$ cat config.mk
export PLATFORM = sky130hd
export DESIGN_NAME = curl_repetition_counter_unit
export DESIGN_NICKNAME = d
export VERILOG_FILES = /design/src/rtl/crc_pkg.sv /design/src/rtl/crc_front.sv /design/src/rtl/crc_queue.sv /design/src/rtl/crc_back.sv /design/src/rtl/curl_repetition_counter_unit.sv
export SDC_FILE = /design/constraint.sdc
export NUM_CORES = 1
export LEC_CHECK = 0
export BUFFER_PORTS_ARGS = -buffer_cell sky130_fd_sc_hd__buf_2
export CAP_MARGIN = 30
export CORE_UTILIZATION = 60
export DETAILED_ROUTE_END_ITERATION = 12
export PLACE_DENSITY = 0.85
export SLEW_MARGIN = 20
export SYNTH_ARGS = -nofsm -noshare
export SYNTH_HDL_FRONTEND = slang
export SYNTH_SLANG_ARGS = --single-unit
$ cat constraint.sdc
create_clock -name clk_i -period 22.8 [get_ports clk_i]
set_input_delay 1.14 -clock clk_i [delete_from_list [all_inputs] [get_ports clk_i]]
set_output_delay 1.14 -clock clk_i [all_outputs]
set_load 0.02 [all_outputs]
$ cat src/rtl/crc_pkg.sv
// Shared types and constants of the curl repetition counter.
// No dependencies; imported by every module of the block.
package crc_pkg;

  localparam int unsigned AngleW     = 9;
  localparam int unsigned SumW       = 10;
  localparam int unsigned AccelW     = 16;
  localparam int unsigned RunW       = 16;
  localparam int unsigned CountW     = 8;
  localparam int unsigned HoldW      = 7;
  localparam int unsigned CfgIndexW  = 3;
  localparam int unsigned CfgDataW   = 16;
  localparam int unsigned QueueDepth = 2;

  localparam logic [AngleW-1:0] HoldAngle   = AngleW'(30);
  localparam logic [AngleW-1:0] TroughStart = AngleW'(90);
  localparam logic [RunW-1:0]   HoldSamples = RunW'(100);

  localparam logic [AngleW-1:0] UpThresholdRst    = AngleW'(60);
  localparam logic [AngleW-1:0] DownThresholdRst  = AngleW'(30);
  localparam logic [AccelW-1:0] AccelLimitRst     = AccelW'(-100);
  localparam logic [RunW-1:0]   AccelRunLengthRst = RunW'(10);
  localparam logic [CountW-1:0] TargetRepsRst     = CountW'(10);

  typedef enum logic [CfgIndexW-1:0] {
    RegUpThreshold    = 3'd0,
    RegDownThreshold  = 3'd1,
    RegAccelLimit     = 3'd2,
    RegAccelRunLength = 3'd3,
    RegTargetReps     = 3'd4
  } cfg_reg_e;

  typedef enum logic [1:0] {
    PhaseAwait  = 2'd0,
    PhaseHold   = 2'd1,
    PhaseCount  = 2'd2,
    PhaseTarget = 2'd3
  } phase_e;

  typedef struct packed {
    logic [SumW-1:0]   mag_sum;
    logic [AccelW-1:0] accel;
    logic              button;
  } sample_t;

  typedef struct packed {
    logic                 we;
    logic [CfgIndexW-1:0] index;
    logic [CfgDataW-1:0]  data;
  } cfg_wr_t;

endpackage

$ cat src/rtl/crc_front.sv
// Front end: accepts sensor beats and reduces orientation to |pitch|+|roll|.
// Depends on crc_pkg.
module crc_front (
  input  logic                                   in_valid_i,
  output logic                                   in_ready_o,
  input  logic signed [crc_pkg::AngleW-1:0]      pitch_i,
  input  logic signed [crc_pkg::AngleW-1:0]      roll_i,
  input  logic signed [crc_pkg::AccelW-1:0]      vertical_accel_i,
  input  logic                                   button_i,
  output logic                                   push_o,
  input  logic                                   queue_full_i,
  output crc_pkg::sample_t                       sample_o
);
  import crc_pkg::*;

  logic [AngleW-1:0] mag_pitch;
  logic [AngleW-1:0] mag_roll;

  assign mag_pitch = pitch_i[AngleW-1] ? AngleW'(-pitch_i) : AngleW'(pitch_i);
  assign mag_roll  = roll_i[AngleW-1]  ? AngleW'(-roll_i)  : AngleW'(roll_i);

  assign in_ready_o = !queue_full_i;
  assign push_o     = in_valid_i && !queue_full_i;

  always_comb begin
    sample_o.mag_sum = {1'b0, mag_pitch} + {1'b0, mag_roll};
    sample_o.accel   = vertical_accel_i;
    sample_o.button  = button_i;
  end

endmodule

$ cat src/rtl/crc_queue.sv
// Short queue of reduced samples between the front and back ends.
// Depends on crc_pkg.
module crc_queue #(
  parameter int unsigned Depth = crc_pkg::QueueDepth
) (
  input  logic             clk_i,
  input  logic             rst_ni,
  input  logic             push_i,
  input  crc_pkg::sample_t wdata_i,
  output logic             full_o,
  output logic             valid_o,
  input  logic             pop_i,
  output crc_pkg::sample_t rdata_o
);
  import crc_pkg::*;

  localparam int unsigned PtrW = (Depth > 1) ? $clog2(Depth) : 1;
  localparam int unsigned CntW = $clog2(Depth + 1);
  localparam logic [PtrW-1:0] LastPtr = PtrW'(Depth - 1);
  localparam logic [CntW-1:0] FullCnt = CntW'(Depth);

  sample_t         mem_q [Depth];
  logic [PtrW-1:0] wr_ptr_q, rd_ptr_q;
  logic [CntW-1:0] cnt_q;
  logic            do_push, do_pop;

  assign full_o  = (cnt_q == FullCnt);
  assign valid_o = (cnt_q != '0);
  assign do_push = push_i && !full_o;
  assign do_pop  = pop_i && valid_o;
  assign rdata_o = mem_q[rd_ptr_q];

  always_ff @(posedge clk_i) begin
    if (do_push) begin
      mem_q[wr_ptr_q] <= wdata_i;
    end
  end

  always_ff @(posedge clk_i or negedge rst_ni) begin
    if (!rst_ni) begin
      wr_ptr_q <= '0;
      rd_ptr_q <= '0;
      cnt_q    <= '0;
    end else begin
      if (do_push) begin
        wr_ptr_q <= (wr_ptr_q == LastPtr) ? '0 : wr_ptr_q + 1'b1;
      end
      if (do_pop) begin
        rd_ptr_q <= (rd_ptr_q == LastPtr) ? '0 : rd_ptr_q + 1'b1;
      end
      case ({do_push, do_pop})
        2'b10:   cnt_q <= cnt_q + 1'b1;
        2'b01:   cnt_q <= cnt_q - 1'b1;
        default: cnt_q <= cnt_q;
      endcase
    end
  end

endmodule

$ cat src/rtl/crc_back.sv
// Back end: session state, rep detection, configuration registers and the
// registered result beat. Depends on crc_pkg.
module crc_back (
  input  logic                              clk_i,
  input  logic                              rst_ni,
  input  crc_pkg::cfg_wr_t                  cfg_i,
  input  logic                              sample_valid_i,
  input  crc_pkg::sample_t                  sample_i,
  output logic                              pop_o,
  output logic                              out_valid_o,
  input  logic                              out_ready_i,
  output logic [1:0]                        phase_o,
  output logic [crc_pkg::CountW-1:0]        rep_count_o,
  output logic                              rep_done_o,
  output logic [crc_pkg::AngleW-1:0]        rep_peak_o,
  output logic                              new_record_o,
  output logic [crc_pkg::HoldW-1:0]         hold_progress_o,
  output logic                              exit_pulse_o
);
  import crc_pkg::*;

  logic [AngleW-1:0] up_thr_q, down_thr_q;
  logic [AccelW-1:0] accel_limit_q;
  logic [RunW-1:0]   run_len_q;
  logic [CountW-1:0] target_q;

  logic              active_q, active_d;
  logic              calib_q, calib_d;
  logic              armed_q, armed_d;
  logic [AngleW-1:0] level_q, level_d;
  logic [RunW-1:0]   run_q, run_d;
  logic [CountW-1:0] reps_q, reps_d;
  logic [CountW-1:0] best_q, best_d;
  logic [AngleW-1:0] peak_q, peak_d;
  logic [AngleW-1:0] trough_q, trough_d;

  logic                 out_valid_q;
  phase_e               phase_q, phase_d;
  logic [CountW-1:0]    rep_count_q;
  logic                 rep_done_q, rep_done_d;
  logic [AngleW-1:0]    rep_peak_q, rep_peak_d;
  logic                 record_q, record_d;
  logic [HoldW-1:0]     hold_q, hold_d;
  logic                 exit_q, exit_d;

  logic signed [SumW:0] diff;
  logic [SumW:0]        diff_mag;
  logic [AngleW-1:0]    angle;
  logic [AngleW-1:0]    peak_new;
  logic [AngleW-1:0]    trough_base;
  logic [RunW-1:0]      run_inc;
  logic [CountW-1:0]    reps_inc;
  logic                 accel_low;

  assign pop_o = sample_valid_i && (!out_valid_q || out_ready_i);

  assign diff     = $signed({1'b0, sample_i.mag_sum}) - $signed({2'b00, level_q});
  assign diff_mag = diff[SumW] ? (SumW+1)'(-diff) : (SumW+1)'(diff);
  assign angle    = (diff_mag > (SumW+1)'({AngleW{1'b1}})) ? '1 : diff_mag[AngleW-1:0];
  assign peak_new = (angle > peak_q) ? angle : peak_q;
  assign run_inc  = (run_q == '1) ? run_q : run_q + 1'b1;
  assign reps_inc = reps_q + 1'b1;
  assign accel_low = $signed(sample_i.accel) < $signed(accel_limit_q);

  always_comb begin
    active_d    = active_q;
    calib_d     = calib_q;
    armed_d     = armed_q;
    level_d     = level_q;
    run_d       = run_q;
    reps_d      = reps_q;
    best_d      = best_q;
    peak_d      = peak_q;
    trough_d    = trough_q;
    trough_base = trough_q;
    rep_done_d  = 1'b0;
    rep_peak_d  = '0;
    record_d    = 1'b0;
    exit_d      = 1'b0;
    hold_d      = '0;

    if (!active_q) begin
      if (!calib_q) begin
        if (sample_i.button) begin
          level_d = angle;
          calib_d = 1'b1;
        end
      end else begin
        run_d = (angle <= HoldAngle) ? run_inc : '0;
        if (run_d >= HoldSamples) begin
          active_d = 1'b1;
          reps_d   = '0;
          run_d    = '0;
        end
      end
    end else if (reps_q < target_q && !sample_i.button) begin
      peak_d = peak_new;
      if (!armed_q) begin
        if (accel_low) begin
          run_d = run_inc;
          if (run_inc >= run_len_q && peak_new > up_thr_q) begin
            armed_d     = 1'b1;
            trough_base = TroughStart;
            run_d       = '0;
          end
        end else begin
          run_d = '0;
        end
      end else if (angle < down_thr_q && angle > trough_q) begin
        reps_d     = reps_inc;
        armed_d    = 1'b0;
        rep_done_d = 1'b1;
        rep_peak_d = peak_new;
        peak_d     = '0;
        if (reps_inc > best_q) begin
          best_d   = reps_inc;
          record_d = 1'b1;
        end
      end
      trough_d = (angle < trough_base) ? angle : trough_base;
    end else if (sample_i.button) begin
      active_d = 1'b0;
      reps_d   = '0;
      exit_d   = 1'b1;
    end

    if (!active_d) begin
      phase_d = calib_d ? PhaseHold : PhaseAwait;
    end else begin
      phase_d = (reps_d < target_q) ? PhaseCount : PhaseTarget;
    end
    if (phase_d == PhaseHold) begin
      hold_d = (run_d > HoldSamples) ? HoldW'(HoldSamples) : HoldW'(run_d);
    end
  end

  always_ff @(posedge clk_i or negedge rst_ni) begin
    if (!rst_ni) begin
      up_thr_q      <= UpThresholdRst;
      down_thr_q    <= DownThresholdRst;
      accel_limit_q <= AccelLimitRst;
      run_len_q     <= AccelRunLengthRst;
      target_q      <= TargetRepsRst;
      active_q      <= 1'b0;
      calib_q       <= 1'b0;
      armed_q       <= 1'b0;
      level_q       <= '0;
      run_q         <= '0;
      reps_q        <= '0;
      best_q        <= '0;
      peak_q        <= '0;
      trough_q      <= TroughStart;
      out_valid_q   <= 1'b0;
    end else begin
      if (cfg_i.we) begin
        case (cfg_reg_e'(cfg_i.index))
          RegUpThreshold:    up_thr_q      <= cfg_i.data[AngleW-1:0];
          RegDownThreshold:  down_thr_q    <= cfg_i.data[AngleW-1:0];
          RegAccelLimit:     accel_limit_q <= cfg_i.data[AccelW-1:0];
          RegAccelRunLength: run_len_q     <= cfg_i.data[RunW-1:0];
          RegTargetReps:     target_q      <= cfg_i.data[CountW-1:0];
          default: ;
        endcase
      end
      if (pop_o) begin
        active_q    <= active_d;
        calib_q     <= calib_d;
        armed_q     <= armed_d;
        level_q     <= level_d;
        run_q       <= run_d;
        reps_q      <= reps_d;
        best_q      <= best_d;
        peak_q      <= peak_d;
        trough_q    <= trough_d;
        out_valid_q <= 1'b1;
      end else if (out_ready_i) begin
        out_valid_q <= 1'b0;
      end
    end
  end

  always_ff @(posedge clk_i) begin
    if (pop_o) begin
      phase_q     <= phase_d;
      rep_count_q <= reps_d;
      rep_done_q  <= rep_done_d;
      rep_peak_q  <= rep_peak_d;
      record_q    <= record_d;
      hold_q      <= hold_d;
      exit_q      <= exit_d;
    end
  end

  assign out_valid_o     = out_valid_q;
  assign phase_o         = phase_q;
  assign rep_count_o     = rep_count_q;
  assign rep_done_o      = rep_done_q;
  assign rep_peak_o      = rep_peak_q;
  assign new_record_o    = record_q;
  assign hold_progress_o = hold_q;
  assign exit_pulse_o    = exit_q;

endmodule

$ cat src/rtl/curl_repetition_counter_unit.sv
// Top level of the curl repetition counter: front end, sample queue, back end.
// Depends on crc_pkg, crc_front, crc_queue and crc_back.
//
// Takes one orientation/acceleration sample per cycle while the result side
// does not stall and returns one result beat per sample, in order. A sample's
// result passes from the queue into the output register of the back end; the
// sustained rate is one sample per cycle, set by the back end, which updates
// its state for each sample that it pops.
// Input ready drops only when the queue is full, which happens when the result
// side stalls. Configuration writes are always taken at once and are meant for
// an idle block; writes to indexes past the last register are ignored.
module curl_repetition_counter_unit #(
  parameter int unsigned QueueDepth = crc_pkg::QueueDepth
) (
  input  logic                                clk_i,
  input  logic                                rst_ni,
  input  logic                                cfg_valid_i,
  output logic                                cfg_ready_o,
  input  logic [crc_pkg::CfgIndexW-1:0]       cfg_index_i,
  input  logic [crc_pkg::CfgDataW-1:0]        cfg_data_i,
  input  logic                                in_valid_i,
  output logic                                in_ready_o,
  input  logic signed [crc_pkg::AngleW-1:0]   pitch_i,
  input  logic signed [crc_pkg::AngleW-1:0]   roll_i,
  input  logic signed [crc_pkg::AccelW-1:0]   vertical_accel_i,
  input  logic                                button_i,
  output logic                                out_valid_o,
  input  logic                                out_ready_i,
  output logic [1:0]                          phase_o,
  output logic [crc_pkg::CountW-1:0]          rep_count_o,
  output logic                                rep_done_o,
  output logic [crc_pkg::AngleW-1:0]          rep_peak_o,
  output logic                                new_record_o,
  output logic [crc_pkg::HoldW-1:0]           hold_progress_o,
  output logic                                exit_pulse_o
);
  import crc_pkg::*;

  sample_t front_sample, queue_sample;
  cfg_wr_t cfg_wr;
  logic    push, queue_full, queue_valid, pop;

  assign cfg_ready_o = 1'b1;

  always_comb begin
    cfg_wr.we    = cfg_valid_i;
    cfg_wr.index = cfg_index_i;
    cfg_wr.data  = cfg_data_i;
  end

  crc_front u_front (
    .in_valid_i       (in_valid_i),
    .in_ready_o       (in_ready_o),
    .pitch_i          (pitch_i),
    .roll_i           (roll_i),
    .vertical_accel_i (vertical_accel_i),
    .button_i         (button_i),
    .push_o           (push),
    .queue_full_i     (queue_full),
    .sample_o         (front_sample)
  );

  crc_queue #(
    .Depth (QueueDepth)
  ) u_queue (
    .clk_i   (clk_i),
    .rst_ni  (rst_ni),
    .push_i  (push),
    .wdata_i (front_sample),
    .full_o  (queue_full),
    .valid_o (queue_valid),
    .pop_i   (pop),
    .rdata_o (queue_sample)
  );

  crc_back u_back (
    .clk_i           (clk_i),
    .rst_ni          (rst_ni),
    .cfg_i           (cfg_wr),
    .sample_valid_i  (queue_valid),
    .sample_i        (queue_sample),
    .pop_o           (pop),
    .out_valid_o     (out_valid_o),
    .out_ready_i     (out_ready_i),
    .phase_o         (phase_o),
    .rep_count_o     (rep_count_o),
    .rep_done_o      (rep_done_o),
    .rep_peak_o      (rep_peak_o),
    .new_record_o    (new_record_o),
    .hold_progress_o (hold_progress_o),
    .exit_pulse_o    (exit_pulse_o)
  );

endmodule
==> metrics.cfg <==
[sta]
fmax_mhz=109
fin_crit_ns=9.14
hold_violations=0
hold_slack_ns=0.487
relSlewSlack_pct=39.9
skew_ns=0.0133
rsz0062_at_grt=no
tightest_slew_ns=0.899
setup_violations=0
fin_tns_setup_ns=0
post-route-period-util_pct=40.1
slew_viol_final=0

[routing]
finalWirelength_um=29800
vias_per_cell=6.02
drc=0
vias=10100
drtIter0Drc=782
detail-route-antenna-nets=0
drtPass1Iterations=5
wire_per_inst_um=17.7

[synthesis]
synthDistinctLibCells=76
syn_area_per_cell_um2=9.92
ys_async_sr_fraction_pct=60.1
synthFlopType=dfrtp_1
ys_seq_elements=208
seq_area_frac_synth_pct=43.8
synth.net_count=1483
synth_edf_count=83
synth_cells=1301
syn-cell-area_mm2=0.0129
yosys_warnings=0

[critical_path]
cpMostUsedCell=o21a_1
path_buf_inv=3
max_stage_delay_ns=0.60
critical_path.startpoint_type=flop
path_class=reg2reg
path_delay_family=compound AO/OA/AOI/OAI gates
cp_data_arrival_time_ns=9.48
required_ns=23.14
end_kind=flop
slowest_stage=a211oi_2
crit_fanout=30

[global_routing]
grt_overflow=0
grt.total_usage_pct=27.8
grt_max_degree=70
grt_antenna_before_repair=0
grt_pass1_vias=10100
grt_pass1_wl_um=48900

[cts]
root_buffer=clkbuf_16
cts_tree=yes
cts_buffers=23
clk_pin_slew_ns=0.06
htreeDepth=1
cts_resized=0
cts.sinks=208
clk_latency_ns=0.51
cts_buffer_depth=3
cts_hold_buf=0
post_cts_buffers=0

[floorplanning]
dieArea_mm2=0.0221
die_h_um=149
top_level_ports=91
die_width_um=149
core_mm2=0.0210
num_rows=53
floorplan.initialDensity_pct=61.4

[layout]
final_common_cell=inv_1
diodes=0
nets=1572
layout-drive-gt1-share_pct=16.9
fill_cells=1508
area_delta_synth_final_pct=11.8
most-common-layout-cells=inv_1, ha_1, nand2_1, o21ai_0, dfrtp_1

[hold_path]
min_path_type=reg2reg

[pwr]
p_seq_share_pct=30.0
clock_power_share_pct=19.2
p_int_uw=1080
switchingPower_uw=760
p_leak_uw=0.00669
p_comb_share_pct=50.9
ir_drop_mv=0.0627
swShare_pct=41.4
power_density_mw_per_mm2=127

[place]
place_congestion=0.959
dp_hpwl_um=21700
portBuffers=89

[status]
outcome=finished, final reports clean

[job]
maxCapViolCount=0

path summary, 6_finish.rpt:
path	from	endpoint	slack (ns)	cells past startpoint
setup / recovery	u_queue.rd_ptr_q	u_back.trough_q[5]	13.66	40
max in group asynchronous	rst_ni	u_back.peak_q[6]	20.95	3
hold / removal	u_back.best_q[1]	u_back.best_q[1]	0.49	2
setup reg to reg	u_queue.rd_ptr_q	u_back.trough_q[5]	13.66	40
hold reg to reg	u_back.best_q[1]	u_back.best_q[1]	0.49	2
min in group asynchronous	rst_ni	u_back.run_len_q[14]	0.53	1
cells in the mapped netlist, drive strengths merged (11+ instances only):
library cell	number	area (um^2)
inv	141	529
ha	121	1510
nand2	118	443
o21ai	111	559
dfrtp	97	2430
edfxtp	83	2490
nor2	65	251
a21oi	53	269
mux2	48	541
xnor2	40	350
clkbuf	32	120
dfstp	28	736
nand3	28	150
a21o	25	188
mux2i	22	220
nand2b	21	131
and2	20	125
nand4	19	149
o21a	16	120
xor2	16	140
and3	15	93.8
nor3	15	75.1
a211oi	12	100
o22ai	12	75.1
a22o	11	96.3
nor2b	11	68.8
sequential cells by signal, summed over array words and instances, names as in the netlist, 7 cells and up:
| name | count |
|---|---|
| u_back.run_q | 16 |
| u_back.up_thr_q | 9 |
| u_back.down_thr_q | 9 |
| u_back.target_q | 8 |
| u_back.rep_peak_o | 9 |
| u_back.best_q | 8 |
| u_back.level_q | 9 |
| u_back.reps_q | 8 |
| u_back.run_len_q | 16 |
| u_back.accel_limit_q | 16 |
| u_queue.mem_q | 54 |
| u_back.hold_progress_o | 7 |
| u_back.rep_count_o | 8 |
| u_back.peak_q | 9 |
| u_back.trough_q | 9 |
routing by layer:
| metal | wire (um) | GRT usage [%] |
|---|---|---|
| met1 | 12700 | 36.5 |
| met2 | 14200 | 46.9 |
| met3 | 1850 | 3.44 |
| met4 | 1060 | 10.6 |
| met5 | 0 | 0 |
per-stage QoR:
stage                     instance area (um^2)  instances  power [uW]  util, %  worst slack (ns)
after floorplan                          12900       1301        1220        -             14.19
after global placement                   13700       1637        1430     65.0             14.07
after detailed placement                 13700       1637        1470     65.0             13.71
after CTS                                14400       1678        1830     68.4             13.69
after global routing                     14400       1681        1970     68.6             12.90
final                                    14400       1681        1840     68.6             13.66
final cells by class:
type | instances | area (um^2) | area share [%]
Sequential cell | 208 | 5660 | 39.2
Multi-Input combinational cell | 911 | 6590 | 45.7
Inverter | 141 | 529 | 3.67
Clock inverter | 5 | 32.5 | 0.226
Tap cell | 275 | 344 | 2.39
Timing Repair Buffer | 105 | 589 | 4.09
Clock buffer | 36 | 686 | 4.75
power by group through the flow:
stage               Sequential [uW]  Clock, uW  Combinational (uW)
finish                          551        352                 934
global route                    560        371                1040
CTS                             550        355                 922
detailed placement              555          0                 915
global placement                552          0                 877
floorplan                       563          0                 653
worst register-to-register path: cells and delay by family, from the launching register on:
kind	cells	cell delay (ns)
simple gates	11	2.35
flops	1	0.34
compound gates	20	3.72
buf+inv	3	0.74
mux	2	0.68
fa+ha+maj	4	1.14
logic make-up after synthesis:
| kind of cell | count (synthesis) | synth area share [%] |
|---|---|---|
| AOI/OAI and AO/OA | 301 | 14.7 |
| xor gates and xnor gates | 56 | 3.80 |
| adders and majority gates | 123 | 12.0 |
| buffers and inverters | 182 | 5.39 |
| DFF | 208 | 43.8 |
| muxes | 70 | 5.90 |
| other | 1 | 0.0291 |
| and+or+nand+nor | 360 | 14.3 |
(Power assumes the default switching activity.)
